==> src/hdl/rnt_pkg.sv <==
`default_nettype none

package rnt_pkg;

  localparam int ENTRIES = 16;
  localparam int IDX_W   = (ENTRIES > 1) ? $clog2(ENTRIES) : 1;
  localparam int CNT_W   = $clog2(ENTRIES + 1);

  localparam int OUTCOME_W     = 3;
  localparam int ENTRY_COUNT_W = 5;

  // request actions
  localparam logic [1:0] ACT_ADD     = 2'd0;
  localparam logic [1:0] ACT_LKP_LLA = 2'd1;
  localparam logic [1:0] ACT_LKP_MAC = 2'd2;
  localparam logic [1:0] ACT_LKP_ALL = 2'd3;

  // result outcomes
  localparam logic [OUTCOME_W-1:0] OUT_MISS  = 3'd0;
  localparam logic [OUTCOME_W-1:0] OUT_HIT   = 3'd1;
  localparam logic [OUTCOME_W-1:0] OUT_ADDED = 3'd2;
  localparam logic [OUTCOME_W-1:0] OUT_DUP   = 3'd3;
  localparam logic [OUTCOME_W-1:0] OUT_FULL  = 3'd4;

  typedef struct packed {
    logic [1:0]  action;
    logic [11:0] vlan;
    logic [47:0] mac;
    logic [63:0] lla_high;
    logic [63:0] lla_low;
  } rnt_req_t;

  typedef struct packed {
    logic [OUTCOME_W-1:0]     outcome;
    logic [ENTRY_COUNT_W-1:0] entry_count;
  } rnt_rsp_t;

  typedef struct packed {
    logic [11:0] vlan;
    logic [47:0] mac;
    logic [63:0] lla_high;
    logic [63:0] lla_low;
  } rnt_entry_t;

  typedef struct packed {
    logic start;   // latch request, restart scan
    logic scan;    // issue next slot read
    logic finish;  // resolve outcome, write back, load result
  } rnt_cmd_t;

  typedef struct packed {
    logic scan_done;
    logic out_free;
  } rnt_sts_t;

  typedef enum logic [1:0] {
    ST_IDLE,
    ST_SCAN,
    ST_FINISH
  } rnt_state_t;

endpackage

`default_nettype wire

==> src/hdl/rnt_ctrl.sv <==
`default_nettype none

module rnt_ctrl
  import rnt_pkg::*;
(
  input  wire logic     clk,
  input  wire logic     rst_n,
  input  wire logic     in_valid,
  output logic          in_ready,
  input  wire rnt_sts_t sts,
  output rnt_cmd_t      cmd
);

  rnt_state_t state_r;
  rnt_state_t state_nxt;

  always_ff @(posedge clk) begin
    if (!rst_n) begin
      state_r <= ST_IDLE;
    end else begin
      state_r <= state_nxt;
    end
  end

  always_comb begin
    state_nxt  = state_r;
    in_ready   = 1'b0;
    cmd.start  = 1'b0;
    cmd.scan   = 1'b0;
    cmd.finish = 1'b0;
    case (state_r)
      ST_IDLE: begin
        in_ready = 1'b1;
        if (in_valid) begin
          cmd.start = 1'b1;
          state_nxt = ST_SCAN;
        end
      end
      ST_SCAN: begin
        cmd.scan = 1'b1;
        if (sts.scan_done) begin
          state_nxt = ST_FINISH;
        end
      end
      ST_FINISH: begin
        // hold until the result register can take the new result
        if (sts.out_free) begin
          cmd.finish = 1'b1;
          state_nxt  = ST_IDLE;
        end
      end
      default: begin
        state_nxt = ST_IDLE;
      end
    endcase
  end

endmodule

`default_nettype wire

==> src/hdl/rnt_dp.sv <==
`default_nettype none

module rnt_dp
  import rnt_pkg::*;
(
  input  wire logic     clk,
  input  wire logic     rst_n,
  input  wire rnt_req_t in_data,
  input  wire rnt_cmd_t cmd,
  output rnt_sts_t      sts,
  output logic          out_valid,
  input  wire logic     out_ready,
  output rnt_rsp_t      out_data
);

  rnt_req_t   req_r;
  rnt_entry_t mem [ENTRIES];
  rnt_entry_t mem_q_r;

  logic [CNT_W-1:0] idx_r, idx_nxt;
  logic [CNT_W-1:0] count_r, count_nxt;
  logic             rd_pend_r, rd_pend_nxt;
  logic             hit_r, hit_nxt;
  logic             out_valid_r, out_valid_nxt;
  rnt_rsp_t         out_data_r;

  logic                 issue;
  logic                 vlan_ok, mac_ok, lla_ok, match;
  logic                 full;
  logic                 do_write;
  logic [OUTCOME_W-1:0] outcome;
  rnt_entry_t           wr_entry;

  always_comb begin
    issue   = cmd.scan && (idx_r != count_r);
    vlan_ok = (req_r.vlan == 12'd0) || (req_r.vlan == mem_q_r.vlan);
    mac_ok  = (req_r.action == ACT_LKP_LLA) || (req_r.mac == mem_q_r.mac);
    lla_ok  = (req_r.action == ACT_LKP_MAC) ||
              ((req_r.lla_high == mem_q_r.lla_high) &&
               (req_r.lla_low == mem_q_r.lla_low));
    match   = rd_pend_r && vlan_ok && mac_ok && lla_ok;
    full    = (count_r == CNT_W'(ENTRIES));

    if (req_r.action == ACT_ADD) begin
      // duplicate check wins over full
      if (hit_r) begin
        outcome = OUT_DUP;
      end else if (full) begin
        outcome = OUT_FULL;
      end else begin
        outcome = OUT_ADDED;
      end
    end else begin
      outcome = hit_r ? OUT_HIT : OUT_MISS;
    end

    do_write = cmd.finish && (outcome == OUT_ADDED);

    wr_entry.vlan     = req_r.vlan;
    wr_entry.mac      = req_r.mac;
    wr_entry.lla_high = req_r.lla_high;
    wr_entry.lla_low  = req_r.lla_low;

    idx_nxt       = cmd.start ? '0 : (issue ? idx_r + 1'b1 : idx_r);
    rd_pend_nxt   = issue;
    hit_nxt       = cmd.start ? 1'b0 : (hit_r | match);
    count_nxt     = do_write ? count_r + 1'b1 : count_r;
    out_valid_nxt = cmd.finish ? 1'b1 : (out_ready ? 1'b0 : out_valid_r);

    sts.scan_done = (idx_r == count_r) && !rd_pend_r;
    sts.out_free  = !out_valid_r || out_ready;
  end

  always_ff @(posedge clk) begin
    if (!rst_n) begin
      idx_r       <= '0;
      count_r     <= '0;
      rd_pend_r   <= 1'b0;
      hit_r       <= 1'b0;
      out_valid_r <= 1'b0;
    end else begin
      idx_r       <= idx_nxt;
      count_r     <= count_nxt;
      rd_pend_r   <= rd_pend_nxt;
      hit_r       <= hit_nxt;
      out_valid_r <= out_valid_nxt;
    end
  end

  // payload registers
  always_ff @(posedge clk) begin
    if (cmd.start) begin
      req_r <= in_data;
    end
    if (cmd.finish) begin
      out_data_r.outcome     <= outcome;
      out_data_r.entry_count <= ENTRY_COUNT_W'(count_nxt);
    end
  end

  // slot store: slots fill in order, so slots below count_r are the valid ones
  always_ff @(posedge clk) begin
    if (do_write) begin
      mem[count_r[IDX_W-1:0]] <= wr_entry;
    end
    if (issue) begin
      mem_q_r <= mem[idx_r[IDX_W-1:0]];
    end
  end

  assign out_valid = out_valid_r;
  assign out_data  = out_data_r;

endmodule

`default_nettype wire

==> src/hdl/router_neighbor_table.sv <==
// Router neighbor table: exact-match lookup over a fixed set of router slots.
// Input channel (in_valid/in_ready/in_data) carries one request: an add or
// a lookup by link-local address, by MAC, or by both. VLAN 0 matches any slot.
// Output channel (out_valid/out_ready/out_data) returns one transfer per
// request: outcome code and the number of slots held after the request.
// Timing: one request at a time. The scan reads one slot per cycle from the
// slot store over the filled slots only, so a request takes longer the more
// slots are held; in_ready rises in the same cycle as out_valid.
// Adds are written at the end of the scan into the next free slot.
// Reset (rst_n low, synchronous) empties the table and drops any pending
// result; slot contents are not cleared, the fill count marks them unused.
// Receiver stall: the result register holds its transfer; a following
// request is still accepted and scanned, and waits only to load its result.
`default_nettype none

module router_neighbor_table
  import rnt_pkg::*;
(
  input  wire logic     clk,
  input  wire logic     rst_n,
  input  wire logic     in_valid,
  output logic          in_ready,
  input  wire rnt_req_t in_data,
  output logic          out_valid,
  input  wire logic     out_ready,
  output rnt_rsp_t      out_data
);

  rnt_cmd_t cmd;
  rnt_sts_t sts;

  // sequencer: idle -> scan -> finish
  rnt_ctrl u_ctrl (
    .clk      (clk),
    .rst_n    (rst_n),
    .in_valid (in_valid),
    .in_ready (in_ready),
    .sts      (sts),
    .cmd      (cmd)
  );

  // request register, slot store, compare, fill count, result register
  rnt_dp u_dp (
    .clk       (clk),
    .rst_n     (rst_n),
    .in_data   (in_data),
    .cmd       (cmd),
    .sts       (sts),
    .out_valid (out_valid),
    .out_ready (out_ready),
    .out_data  (out_data)
  );

`ifndef SYNTHESIS
  // one request in flight: no new transfer right after an accepted one
  a_one_in_flight: assert property (@(posedge clk) disable iff (!rst_n)
    (in_valid && in_ready) |=> !in_ready)
    else $error("input accepted twice in a row");

  // a result is only loaded when the result register is free
  a_no_overwrite: assert property (@(posedge clk) disable iff (!rst_n)
    cmd.finish |-> sts.out_free)
    else $error("result loaded over a pending transfer");

  // scan start and finish never coincide
  a_cmd_excl: assert property (@(posedge clk) disable iff (!rst_n)
    $countones({cmd.start, cmd.scan, cmd.finish}) <= 1)
    else $error("conflicting datapath commands");
`endif

endmodule

`default_nettype wire
==> config.mk <==
export PLATFORM = sky130hd
export DESIGN_NAME = router_neighbor_table
export DESIGN_NICKNAME = d
export VERILOG_FILES = /design/src/hdl/rnt_pkg.sv /design/src/hdl/rnt_ctrl.sv /design/src/hdl/rnt_dp.sv /design/src/hdl/router_neighbor_table.sv
export SDC_FILE = /design/constraint.sdc
export NUM_CORES = 2
export LEC_CHECK = 0
export BUFFER_PORTS_ARGS = -buffer_cell sky130_fd_sc_hd__buf_2
export CAP_MARGIN = 20
export CELL_PAD_IN_SITES_DETAIL_PLACEMENT = 1
export CELL_PAD_IN_SITES_GLOBAL_PLACEMENT = 1
export CORE_MARGIN = 5
export CORE_UTILIZATION = 50
export CTS_CLUSTER_DIAMETER = 60
export DETAILED_ROUTE_END_ITERATION = 10
export PLACE_DENSITY_LB_ADDON = 0.08
export SLEW_MARGIN = 20
export SYNTH_ARGS = -nofsm -noshare
export SYNTH_HDL_FRONTEND = slang
export SYNTH_HIERARCHICAL = 1
export SYNTH_SLANG_ARGS = --single-unit
==> constraint.sdc <==
create_clock -name clk -period 23.8 [get_ports clk]
set_input_delay 1.19 -clock clk [delete_from_list [all_inputs] [get_ports clk]]
set_output_delay 1.19 -clock clk [all_outputs]
set_load 0.1 [all_outputs]
==> impl_metrics.toml <==
[cells_and_area]
area_growth_pct = 13.1
num-fill-cells = 20500
drive_gt1_frac = 0.312
postLayoutCellArea_mm2 = 0.144
multi_input_area_mm2 = 0.0240
final_cells = 9000
final-seq-area_mm2 = 0.102
final_util = 0.567
finalNetCount = 5571

[timing]
min_period_ns = 7.12
timing.setup.tns_ns = 0
min_period_over_period = 0.299
max_freq_mhz = 140
hold_viol = 0
setup_ws_ns = 16.68
setup_viol = 0
clock-skew-final_ns = 0.0516
slew_viol_final = 0
holdWs_ns = 0.401
worst_slew_pin_slew_ns = 1.26
slew_headroom = 0.158
grt_setup_unrepaired = "no"

[placed_design]
dp_cells = 8371
placedInstanceArea_mm2 = 0.133
place_ws_ns = 16.32
gp_congestion = 0.711
dp_hpwl_um = 152000
io_buffers = 203

[synthesis]
synth.avg_cell_area_um2 = 25.9
synth-compound-area-share = 0.000581
ys_warn_count = 6
yosysSeqAreaShare = 0.804
synth_top_family_by_area = "multiplexers"
netlist_area_mm2 = 0.127
synthFlopType = "edfxtp_1"
synthTopCellsByArea = "edfxtp_1, mux4_2, xor2_1"
synth_top_area_cell = "edfxtp_1"
synthSimpleGateAreaFrac = 0.00561
synthAdderAreaFrac = 0.000492
synth_edf_count = 3394
synth-async-reset-ratio = 0
synth-seq-cells = 3409
synthMuxAreaShare = 0.167
synth.distinct_cells = 38
synth_xor_area_frac = 0.0139
synth_nets = 5110
synthCells = 4911
synth_top_area_frac = 0.802

[detailed_routing]
drt_iter0_markers = 5795
firstDrtPassIters = 5
vias = 55100
drc_errors = 0
wire_per_inst_um = 34.4
wl_um = 309000
vias_per_cell = 6.12
ant_nets = 0

[critical_path]
rrSetupSlack_ns = 16.68
cp_data_required_time_ns = 24.47
reg2reg_depth = 8
worst_path_most_repeated_cell = "buf_4"
cp-end-kind = "flip-flop"
worstPathMaxFanout = 43
setup.worst_path.class = "flip-flop to flip-flop"
crit_end = "u_dp/mem_q_r[71]"
crit_path_top_delay_cell = "buf_4"
setup.worst_path.start = "u_dp/idx_r[0]"
reg2reg_from = "u_dp/idx_r[0]"
worstPathCellList = "buf_4 > buf_4 > buf_4 > buf_4 > buf_4 > buf_4 > mux4_2 > mux4_2"
r2r_end = "u_dp/mem_q_r[71]"
crit_path_max_incr_delay_ns = 0.88
critPathLaunchType = "flip-flop"
worstPathArrival_ns = 7.79

[power_and_ir_drop]
irDropWorstVdd_v = 0.0000829
p_per_area_mw_per_mm2 = 85.5
finalPower_mw = 12.3
p_leak_nw = 43.2

[die]
die_x_um = 514
die_area_mm2 = 0.264
initial_core_util = 0.501
die_y_um = 514
io_pins = 204
core_area_mm2 = 0.253
rows = 185

[min_path]
worstHoldStart = "in_data[73]"
hold_class = "primary input to flip-flop"

[clock_network]
cts_hold_buf = 0
cts_tree = "done"
clock_latency_ns = 0.96
h-tree-depth = 5
ctsLongestPathBuffers = 4
clockRootBuffer = "clkbuf_16"
cts_resized = 0
clk_pin_slew_ns = 0.06
post_cts_buffers = 0
clock_sinks = 3409
cts_made_buffers = 363

[global_routing]
busiest_layer = "met2"
antenna_found_initial = 26
grt_util_met3 = 0.0405
met1_usage = 0.338
use_met2 = 0.380
overflow = 0
grt_start_max_net_pins = 137
grt_pass1_wl_um = 443000
grt_pass1_vias = 59200
grt_use_total = 0.236

[flow_run]
cap_violations = 0

[run_status]
status = "finished, final reports clean"
## layout by cell type, fill, tap and decap left out, types with 9 or more instances in the layout
| cell type | count |
|---|---|
| nand2_1 | 9 |
| mux4_2 | 940 |
| clkbuf_1 | 87 |
| clkbuf_16 | 370 |
| clkinv_2 | 61 |
| buf_12 | 24 |
| dfxtp_1 | 11 |
| xor2_1 | 148 |
| buf_2 | 203 |
| clkinv_1 | 63 |
| nand4_1 | 25 |
| buf_4 | 80 |
| xnor2_1 | 52 |
| bufinv_16 | 24 |
| edfxtp_1 | 3394 |
| nor2_1 | 11 |
| nor2_4 | 16 |
| nor4_1 | 37 |
## cell families (layout without fill, tap and decap cells)
kind of cell | after synthesis | in the layout
adder cells (fa/ha/maj) | 5 | 5
AO/OA/AOI/OAI | 9 | 9
flip-flops | 3409 | 3409
AND/OR/NAND/NOR | 127 | 127
other | 0 | 2
XOR/XNOR | 201 | 201
multiplexers | 941 | 941
buffers and inverters | 219 | 940
## layer usage
metal  routed length, µm  vias to the layer above  share of wire
li1                    -                    22200              -
met1              130000                    30600           0.42
met2              152000                     1834           0.49
met3               18900                      465          0.061
met4                8660                        4          0.028
met5                  24                        -       0.000078
## cell type report
type,count,share of cell area
Sequential cell,3409,0.712
Clock inverter,167,0.0102
Multi-Input combinational cell,1283,0.167
Inverter,5,0.000131
Antenna cell,2,0.0000348
Clock buffer,458,0.0668
Tap cell,3366,0.0293
Timing Repair Buffer,310,0.0151
## cells in the mapped netlist (2+ instances only)
master / instances
ha_1: 5
nand4_1: 25
nor3_1: 3
buf_4: 15
edfxtp_1: 3394
nand2b_1: 4
clkbuf_1: 84
buf_2: 84
nor2_1: 26
buf_6: 9
buf_1: 21
nand2_1: 9
mux4_2: 940
nor4_1: 43
dfxtp_1: 15
inv_1: 5
xnor2_1: 52
xor2_1: 149
nor2b_1: 2
and2_1: 8
## where the power goes
group	total, mW	internal [mW]	leakage (nW)	switching (mW)
clock	5.33	3.10	5.42	2.23
combinational	0.140	0.0439	7.09	0.0965
sequential	6.81	6.68	30.7	0.123
## flip-flops by register name, summed over array words and instances, names as in the netlist
name            count
u_dp/mem         3008
u_dp/rd_pend_r      1
u_dp/count_r        5
u_dp/out_data       8
u_dp/hit_r          1
u_dp/idx_r          5
u_dp/req_r        190
u_ctrl/state_r      2
u_dp/out_valid      1
u_dp/mem_q_r      188
## critical path, delay by kind of cell, from the launching register on
| family | cells | cell delay, ns |
|---|---|---|
| buffers and inverters | 6 | 4.71 |
| DFF | 1 | 0.80 |
| muxes | 2 | 1.10 |
## worst min path at each step
stage	depth (start not counted)	endpoint
floorplan	0	u_dp/out_data[5]
global placement	1	u_ctrl/state_r[0]
detailed placement	1	u_ctrl/state_r[0]
CTS	1	u_dp/req_r[148]
global route	1	u_dp/req_r[162]
finish	1	u_dp/req_r[73]
Power figures use the tool's default switching activity.
